$ cat src/sv/pcmtg_pkg.sv
package pcmtg_pkg;

   localparam int SAMPLE_W = 16;
   localparam int FIELD_W  = 16;
   localparam int RATE_W   = 17;
   localparam int MS_W     = 16;
   localparam int FREQ_W   = 16;
   localparam int PROD_W   = RATE_W + MS_W;
   localparam int DIV_W    = 17;

   localparam logic [1:0] CMD_WRITE = 2'd0;
   localparam logic [1:0] CMD_TONE  = 2'd1;
   localparam logic [1:0] CMD_DRAIN = 2'd2;
   localparam logic [1:0] CMD_STOP  = 2'd3;

   localparam logic [1:0] STS_OK       = 2'd0;
   localparam logic [1:0] STS_NOT_INIT = 2'd1;
   localparam logic [1:0] STS_BAD_FREQ = 2'd2;
   localparam logic [1:0] STS_OVERFLOW = 2'd3;

   localparam logic [1:0] CFG_ENABLED = 2'd0;
   localparam logic [1:0] CFG_RATE    = 2'd1;
   localparam logic [1:0] CFG_MAX_MS  = 2'd2;

   localparam logic [RATE_W-1:0]   RATE_RESET   = 17'd22050;
   localparam logic [MS_W-1:0]     MAX_MS_RESET = 16'd1000;
   localparam int                  MS_PER_S     = 1000;
   localparam logic [SAMPLE_W-1:0] TONE_HIGH    = 16'h3FFF;
   localparam logic [SAMPLE_W-1:0] TONE_LOW     = 16'hC001;

   typedef struct packed {
      logic                push;
      logic                pop;
      logic                flush;
      logic [SAMPLE_W-1:0] push_data;
   } ring_ctl_type;

   typedef struct packed {
      logic [1:0]          status;
      logic [SAMPLE_W-1:0] left;
      logic                frame_valid;
      logic [FIELD_W-1:0]  fill;
      logic [FIELD_W-1:0]  written;
   } rsp_type;

endpackage

$ cat src/sv/pcmtg_div.sv
module pcmtg_div
   import pcmtg_pkg::*;
(
   input  logic             clock,
   input  logic             reset,
   input  logic             start,
   input  logic [DIV_W-1:0] dividend,
   input  logic [DIV_W-1:0] divisor,
   output logic             done,
   output logic [DIV_W-1:0] quotient
);

   localparam int STEP_W = $clog2(DIV_W + 1);

   logic [STEP_W-1:0] step_ff, step_in;
   logic              done_ff, done_in;
   logic [DIV_W-1:0]  rem_ff, rem_in;
   logic [DIV_W-1:0]  quo_ff, quo_in;
   logic [DIV_W-1:0]  dsr_ff, dsr_in;
   logic [DIV_W:0]    shifted;
   logic [DIV_W:0]    diff;
   logic              ge;

   assign shifted = {rem_ff, quo_ff[DIV_W-1]};
   assign ge      = shifted >= {1'b0, dsr_ff};
   assign diff    = shifted - {1'b0, dsr_ff};

   always_comb begin
      step_in = step_ff;
      done_in = 1'b0;
      rem_in  = rem_ff;
      quo_in  = quo_ff;
      dsr_in  = dsr_ff;
      if (start) begin
         step_in = STEP_W'(DIV_W);
         rem_in  = '0;
         quo_in  = dividend;
         dsr_in  = divisor;
      end else if (step_ff != '0) begin
         step_in = step_ff - 1'b1;
         done_in = step_ff == STEP_W'(1);
         rem_in  = ge ? diff[DIV_W-1:0] : shifted[DIV_W-1:0];
         quo_in  = {quo_ff[DIV_W-2:0], ge};
      end
   end

   always_ff @(posedge clock) begin
      if (reset) begin
         step_ff <= '0;
         done_ff <= 1'b0;
      end else begin
         step_ff <= step_in;
         done_ff <= done_in;
      end
   end

   always_ff @(posedge clock) begin
      rem_ff <= rem_in;
      quo_ff <= quo_in;
      dsr_ff <= dsr_in;
   end

   assign done     = done_ff;
   assign quotient = quo_ff;

endmodule

$ cat config.mk
export PLATFORM = sky130hd
export DESIGN_NAME = pcmtg_div
export DESIGN_NICKNAME = d
export VERILOG_FILES = /design/src/sv/pcmtg_pkg.sv /design/src/sv/pcmtg_div.sv
export SDC_FILE = /design/constraint.sdc
export NUM_CORES = 1
export LEC_CHECK = 0
export ABC_AREA = 1
export CORE_MARGIN = 4
export CORE_UTILIZATION = 60
export DETAILED_ROUTE_END_ITERATION = 6
export DONT_BUFFER_PORTS = 1
export GPL_TIMING_DRIVEN = 0
export PLACE_DENSITY = 0.76
export REMOVE_ABC_BUFFERS = 1
export SLEW_MARGIN = 20
export SYNTH_ARGS = -nofsm -noshare
export SYNTH_HDL_FRONTEND = slang
export SYNTH_SLANG_ARGS = --single-unit
$ cat constraint.sdc
create_clock -name clock -period 3.1 [get_ports clock]
set_input_delay 0.62 -clock clock [delete_from_list [all_inputs] [get_ports clock]]
set_output_delay 0.62 -clock clock [all_outputs]
set_load 0.02 [all_outputs]
==> impl_table.tex, run 1 <==
\begin{tabular}{lr}
\hline
Metric & Value \\
\hline
\multicolumn{2}{l}{\textbf{Floorplanning}} \\
I/O pin total & 55 \\
Core area & 5610 µm² \\
Horizontal die dimension & 84.9 µm \\
Total Die Area & 7220 µm² \\
Standard-cell row count & 27 \\
Die boundary height & 84.9 µm \\
Initial standard-cell utilization of the core & 63.3\% \\
\multicolumn{2}{l}{\textbf{Clock network}} \\
Number of buffers inserted to repair setup after CTS & 0 \\
Cts bufs inserted & 9 \\
Worst-path clk slew & $\sim$0.07 ns \\
TritonCTS clock tree & yes \\
Later-pin clock latency in the skew report & 0.34 ns \\
Number of resized instances in the post-cts repair step & 0 \\
Number of buffers on the longest clock path & 2 \\
Sinks on Clock Net & 57 \\
Number of buffers added to fix hold violations after cts & 0 \\
Clock root buffer & sky130\_fd\_sc\_hd\_\_clkbuf\_8 \\
Maximum level of the CTS H-tree & 3 \\
\multicolumn{2}{l}{\textbf{Power}} \\
Net load switching power & 1.56 mW \\
Internal power contribution & around 2.1 mW \\
Flop pwr share & a little under a third \\
Clock network fraction of total power & 22.8\% \\
Switching fraction of total power & 42.0\% \\
Combinational Power Share & 45.6\% \\
Leakage power & between 2 and 2.5 nW \\
Total design power & between 3 and 4 mW \\
IR Drop Worst-Case VDD & 0.490 mV \\
Power per cell area & $\sim$970 nW/µm² \\
\multicolumn{2}{l}{\textbf{STA}} \\
RSZ-0062 raised after global routing & no \\
Max transition margin & 41.5\% \\
Actual transition at the worst max-transition pin & 0.877 ns \\
Minimum hold slack & $\sim$0.37 ns \\
Final Skew & 0.00870 ns \\
Final total negative setup slack & 0 ns \\
Tcrit/Tclk final & 80.8\% \\
Count of pins over their slew limit & 0 \\
Setup violations, final & 0 \\
Minimum clock period after layout & 2.51 ns \\
Final Worst Setup Slack & 0.595 ns \\
Maximum clock rate & 399 MHz \\
Final count of hold timing violations & 0 \\
\multicolumn{2}{l}{\textbf{Critical path}} \\
Worst flop-to-flop path startpoint & step\_ff[0] \\
Endpoint of the worst register-to-register path & quotient[5] \\
Data arrival time of the worst path & 2.47 ns \\
CP Launch Type & register \\
Critical Path Sink Type & register \\
Worst EP required & 3.06 ns \\
Slack of the worst reg-to-reg path & 0.59 ns \\
Worst Path Class, Setup & register to register \\
Worst-path fanout max & 19 \\
Worst reg-to-reg path cell count & 5 \\
\multicolumn{2}{l}{\textbf{Placed design}} \\
Cell area after placement & between 3000 and 4000 µm² \\
Detail Placement HPWL & 5.26 mm \\
Number of port buffers & 0 \\
Total instance count after detailed placement & 538 \\
Setup Slack @ Placement & 0.659 ns \\
Final estimated routing congestion in global placement & between 0.9 and 1 \\
\multicolumn{2}{l}{\textbf{Logic synthesis}} \\
Post-synthesis area per instance & 7.48 µm² \\
Syn Std Cell Area & approximately 3600 µm² \\
Part of the Yosys area used for sequential elements & 41.7\% \\
Flip-flop and latch count after synthesis & 57 \\
Synth warnings & 0 \\
Cell count after synthesis & 475 \\
Number of library cell types mapped by synthesis & 33 \\
\multicolumn{2}{l}{\textbf{Drt}} \\
First-pass iteration count of the detailed router & 5 \\
Number of vias per cell after detailed routing & 5.31 \\
Total Wirelength & 7.42 mm \\
Total via count after detailed routing & between 2k and 3k \\
Count of nets left with antenna violations after detail routing & 0 \\
Starting DRC count in detailed routing & 177 \\
Average detailed-routed wire length per instance & 13.4 µm \\
Remaining design rule violation count & 0 \\
\multicolumn{2}{l}{\textbf{Final layout}} \\
Leading cell type in the layout, fill and taps excluded & sky130\_fd\_sc\_hd\_\_nand2\_1 \\
Layout cells sized above 1 & around 8.3\% \\
Diodes inserted & 0 \\
Total area of sequential cells & 1480 µm² \\
Post-layout instance count excluding filler cells & 554 \\
Post-route core utilization & 68.1\% \\
Multi-input logic area & around 1700 µm² \\
Cell area after layout & between 3000 and 4000 µm² \\
Layout fillers & 498 \\
Growth of design area from synthesis to finish & 7.54\% \\
Leading cell types in the layout, fill and taps excluded & sky130\_fd\_sc\_hd\_\_nand2\_1 (189), sky130\_fd\_sc\_hd\_\_inv\_1 (70), sky130\_fd\_sc\_hd\_\_edfxtp\_1 (34) \\
Net count of the finished layout & 535 \\
\multicolumn{2}{l}{\textbf{Global route}} \\
Grt total ovfl & 0 \\
Initial antenna violation count & 0 \\
Overall routing resource usage & 22.1\% \\
Maximum number of pins on one net before global-route repair & 37 \\
Global-route wire length before repair & 12.8 mm \\
Number of global-route vias before repair & 2,962 \\
\multicolumn{2}{l}{\textbf{Hold path}} \\
Type of the worst min-delay path & primary input to register \\
Min-Delay Endpoint & dsr\_ff[15] \\
Start point of the worst min-delay path & divisor[15] \\
Hold Crit Depth & 0 \\
\multicolumn{2}{l}{\textbf{Outcome}} \\
Outcome & completed \\
\multicolumn{2}{l}{\textbf{Run}} \\
Number of maximum-capacitance constraint violations & 0 \\
\hline
\end{tabular}
-- routing by layer --
layer	share of wire [%]	vias to the layer above	track usage [%]	routed length, µm
li1	-	1494	-	-
met1	43	1332	26.0	3200
met2	47	103	35.9	3470
met3	8.4	12	9.22	623
met4	1.5	0	8.35	114
met5	0	-	0	0
-- registers in the layout, summed over array words and instances, names as in the netlist --
signal	count
done	1
step_ff	5
quotient	17
rem_ff	17
dsr_ff	17
-- power by group through the flow --
stage                     Combinational [mW]  Sequential (mW)  Clock (mW)
after detailed placement                1.67             1.18           0
after CTS                               1.68             1.17       0.852
after global placement                  1.62             1.18           0
final                                   1.69             1.17       0.842
after global routing                    1.93             1.19       0.894
after floorplan                         1.36             1.15           0
-- area by class of cell --
class	instances	area share [%]
multi-input cells	337	45.6
well taps	72	2.36
inverters	72	7.08
flip-flops and latches	57	38.8
clock buffers	10	3.34
clock inverters	6	2.82
-- cell families (layout without fill, tap and decap cells) --
| family | Yosys count | after routing | synth area share (%) |
|---|---|---|---|
| DFF | 57 | 57 | 41.7 |
| buffers and inverters | 81 | 88 | 9.23 |
| xor gates and xnor gates | 9 | 9 | 2.22 |
| AOI/OAI and AO/OA | 19 | 19 | 2.85 |
| adders and majority gates | 21 | 21 | 7.61 |
| and+or+nand+nor | 288 | 288 | 36.4 |
-- worst max-delay path, stage by stage (launching register included) --
cell                      delay [ns]
sky130_fd_sc_hd__dfxtp_1        0.34
sky130_fd_sc_hd__inv_1          0.13
sky130_fd_sc_hd__ha_1           0.18
sky130_fd_sc_hd__nand3_1        0.18
sky130_fd_sc_hd__nor2_2         0.72
sky130_fd_sc_hd__inv_1          0.56
-- worst max-delay path by stage --
stage,from,endpoint,slack [ns],depth (start not counted)
floorplan,quotient[16],rem_ff[13],1.10,11
detailed placement,step_ff[0],quotient[2],0.66,5
global placement,step_ff[0],quotient[1],0.72,5
finish,step_ff[0],quotient[5],0.59,5
CTS,step_ff[0],quotient[5],0.62,5
global route,step_ff[0],quotient[5],0.49,5
-- Yosys cell counts (all sizes together) --
| cell | instances | area share, % |
|---|---|---|
| nor3 | 3 | 0.42 |
| o21ai | 3 | 0.42 |
| a21oi | 13 | 1.8 |
| nor2 | 22 | 3.0 |
| edfxtp | 34 | 29 |
| nand3b | 18 | 3.8 |
| and2 | 2 | 0.42 |
| dfxtp | 23 | 13 |
| xnor2 | 8 | 2.0 |
| nand3 | 32 | 4.6 |
| o211ai | 1 | 0.21 |
| or2 | 1 | 0.18 |
| a31oi | 1 | 0.18 |
| buf | 6 | 1.3 |
| nand2 | 206 | 23 |
| xor2 | 1 | 0.25 |
| inv | 71 | 7.5 |
| clkbuf | 3 | 0.32 |
| nand4 | 4 | 0.70 |
| ha | 20 | 7.0 |
| o21a | 1 | 0.21 |
| clkinv | 1 | 0.11 |
| fa | 1 | 0.56 |
Power figures use the tool's default switching activity.
==> inputs of run 2 (changes only) <==
==> constraint.sdc (replaced) <==
create_clock -name clock -period 2.4 [get_ports clock]
set_input_delay 0.48 -clock clock [delete_from_list [all_inputs] [get_ports clock]]
set_output_delay 0.48 -clock clock [all_outputs]
set_load 0.02 [all_outputs]
==> run 2 against run 1 <==
Clock skew about the same; hold slack worse by 0.14 ns; combinational power rose by 37%; global-route usage unchanged; total power rose by 33%; maximum frequency rose by 12%.
==> impl_table.tex, run 2 (synthesized netlist as in run 1, its figures left out) <==
\begin{tabular}{lr}
\hline
Metric & Value \\
\hline
\multicolumn{2}{l}{\textbf{STA}} \\
Final Worst Setup Slack & 0.166 ns (-0.428 ns) \\
Final Skew & 0.00871 ns (+0.0000121 ns) \\
Setup violations, final & 0 (unchanged) \\
Actual transition at the worst max-transition pin & 0.623 ns (-0.253 ns) \\
Maximum clock rate & 448 MHz (+12\%) \\
RSZ-0062 raised after global routing & no \\
Final count of hold timing violations & 0 (unchanged) \\
Max transition margin & 58.4\% (+17 points) \\
Minimum hold slack & 0.227 ns (-0.139 ns) \\
Minimum clock period after layout & 2.23 ns (-0.272 ns) \\
Tcrit/Tclk final & 93.1\% (+12 points) \\
Count of pins over their slew limit & 0 (unchanged) \\
\multicolumn{2}{l}{\textbf{Critical path}} \\
Crit path cell chain & inv\_1 -> ha\_1 -> inv\_1 -> fa\_2 -> nand3\_1 -> nand3\_2 -> nand2\_8 -> nand2\_4 -> nand2\_2 -> nand3\_1 -> nand2\_1 \\
Crit-path max cell delay & 0.50 ns (-0.22 ns) \\
Critical Path Sink Type & register \\
CP Launch Type & register \\
Dominant delay contributor by cell family on the critical path & simple AND/OR/NAND/NOR gates \\
Master of the slowest instance on the critical path & sky130\_fd\_sc\_hd\_\_edfxtp\_1 \\
Worst EP required & 2.69 ns (-0.37 ns) \\
Worst-path fanout max & 19 (unchanged) \\
Buffers \& Inverters on Critical Path & 2 (unchanged) \\
Worst flop-to-flop path startpoint & quotient[16] \\
Worst Path Class, Setup & register to register \\
Data arrival time of the worst path & 2.52 ns (+0.05 ns) \\
Critical path origin & quotient[16] \\
\multicolumn{2}{l}{\textbf{Drt}} \\
Count of nets left with antenna violations after detail routing & 0 (unchanged) \\
Remaining design rule violation count & 0 (unchanged) \\
Starting DRC count in detailed routing & 185 (+4.5\%) \\
Average detailed-routed wire length per instance & 13.4 µm (+0.12\%) \\
Total Wirelength & 7.47 mm (+0.66\%) \\
Number of vias per cell after detailed routing & 5.25 (-1.1\%) \\
Total via count after detailed routing & 2,923 (-0.61\%) \\
First-pass iteration count of the detailed router & 4 (-1) \\
\multicolumn{2}{l}{\textbf{Global route}} \\
Overall routing resource usage & 22.1\% (unchanged) \\
Grt total ovfl & 0 (unchanged) \\
Maximum number of pins on one net before global-route repair & 37 (unchanged) \\
Global-route wire length before repair & 12.8 mm (unchanged) \\
Initial antenna violation count & 0 (unchanged) \\
Number of global-route vias before repair & 2,944 (-0.61\%) \\
\multicolumn{2}{l}{\textbf{Outcome}} \\
Outcome & completed \\
\multicolumn{2}{l}{\textbf{Final layout}} \\
Layout fillers & 486 (-2.4\%) \\
Layout cells sized above 1 & 9.28\% (+0.98 points) \\
Growth of design area from synthesis to finish & 9.12\% \\
Post-layout instance count excluding filler cells & 557 (+0.54\%) \\
Leading cell types in the layout, fill and taps excluded & sky130\_fd\_sc\_hd\_\_nand2\_1 (189), sky130\_fd\_sc\_hd\_\_inv\_1 (70), sky130\_fd\_sc\_hd\_\_edfxtp\_1 (34) \\
Diodes inserted & 0 (unchanged) \\
Leading cell type in the layout, fill and taps excluded & sky130\_fd\_sc\_hd\_\_nand2\_1 \\
Net count of the finished layout & 538 (+0.56\%) \\
\multicolumn{2}{l}{\textbf{Clock network}} \\
TritonCTS clock tree & yes \\
Sinks on Clock Net & 57 (unchanged) \\
Number of buffers added to fix hold violations after cts & 0 (unchanged) \\
Clock root buffer & sky130\_fd\_sc\_hd\_\_clkbuf\_8 \\
Number of buffers on the longest clock path & 2 (unchanged) \\
Later-pin clock latency in the skew report & 0.34 ns (about the same) \\
Worst-path clk slew & 0.07 ns (about the same) \\
Maximum level of the CTS H-tree & 3 (unchanged) \\
Cts bufs inserted & 9 (unchanged) \\
\multicolumn{2}{l}{\textbf{Floorplanning}} \\
Die boundary height & 84.9 µm (unchanged) \\
Initial standard-cell utilization of the core & 63.3\% (unchanged) \\
Horizontal die dimension & 84.9 µm (unchanged) \\
I/O pin total & 55 (unchanged) \\
Total Die Area & 7220 µm² (unchanged) \\
Standard-cell row count & 27 (unchanged) \\
Core area & 5610 µm² (unchanged) \\
\multicolumn{2}{l}{\textbf{Hold path}} \\
Start point of the worst min-delay path & divisor[7] \\
Type of the worst min-delay path & primary input to register \\
\multicolumn{2}{l}{\textbf{Power}} \\
IR Drop Worst-Case VDD & 0.636 mV (+30\%) \\
Leakage power & 2.01 nW (+0.48\%) \\
Power per cell area & 1270 nW/µm² (+31\%) \\
Total design power & 4.91 mW (+33\%) \\
\multicolumn{2}{l}{\textbf{Placed design}} \\
Setup Slack @ Placement & -0.0408 ns (-0.700 ns) \\
Final estimated routing congestion in global placement & 0.948 (unchanged) \\
Number of port buffers & 0 (unchanged) \\
Total instance count after detailed placement & 538 (unchanged) \\
Detail Placement HPWL & 5.26 mm (unchanged) \\
\multicolumn{2}{l}{\textbf{Run}} \\
Number of maximum-capacitance constraint violations & 0 (unchanged) \\
\hline
\end{tabular}
run 2: metrics by stage:
stage                     utilization (%)  cell area [µm²]  TNS [ns]
after floorplan                         -             3490         0
after global placement               63.9             3580         0
after detailed placement             63.9             3580    -0.682
after CTS                            68.2             3820         0
after global routing                 69.1             3880         0
final                                69.1             3880         0
run 2: timing repair:
item	CTS	global route
buffers inserted	0	3
pin swaps	0	1
endpoints found under the setup margin	17	17
gates cloned	0	0
gates resized for setup	1	3
endpoints found under the hold margin	0	0
run 2: cell type report:
cell class | instances | area, µm² | area share, %
Clock buffer | 10 | 128 | 3.29
Timing Repair Buffer | 3 | 35.0 | 0.904
Sequential cell | 57 | 1480 | 38.2
Inverter | 72 | 270 | 6.97
Tap cell | 72 | 90.1 | 2.32
Multi-Input combinational cell | 337 | 1760 | 45.5
Clock inverter | 6 | 108 | 2.78
run 2: report_power, final:
part | internal [mW] | switching, mW | leakage [nW]
clock | 0.686 | 0.396 | 0.118
sequential | 1.29 | 0.223 | 0.536
combinational | 0.898 | 1.42 | 1.36
run 2: final timing paths:
check	endpoint	slack [ns]	depth (start not counted)
min reg2reg	rem_ff[10]	0.47	2
max	rem_ff[6]	0.17	11
min	dsr_ff[7]	0.23	0
max reg2reg	rem_ff[6]	0.17	11
run 2: per-layer routing:
metal | share of wire (%) | up-vias | track usage, %
li1 | - | 1503 | -
met1 | 43 | 1319 | 26.1
met2 | 47 | 90 | 36.4
met3 | 8.1 | 11 | 9.13
met4 | 1.5 | 0 | 7.48
met5 | 0 | - | 0
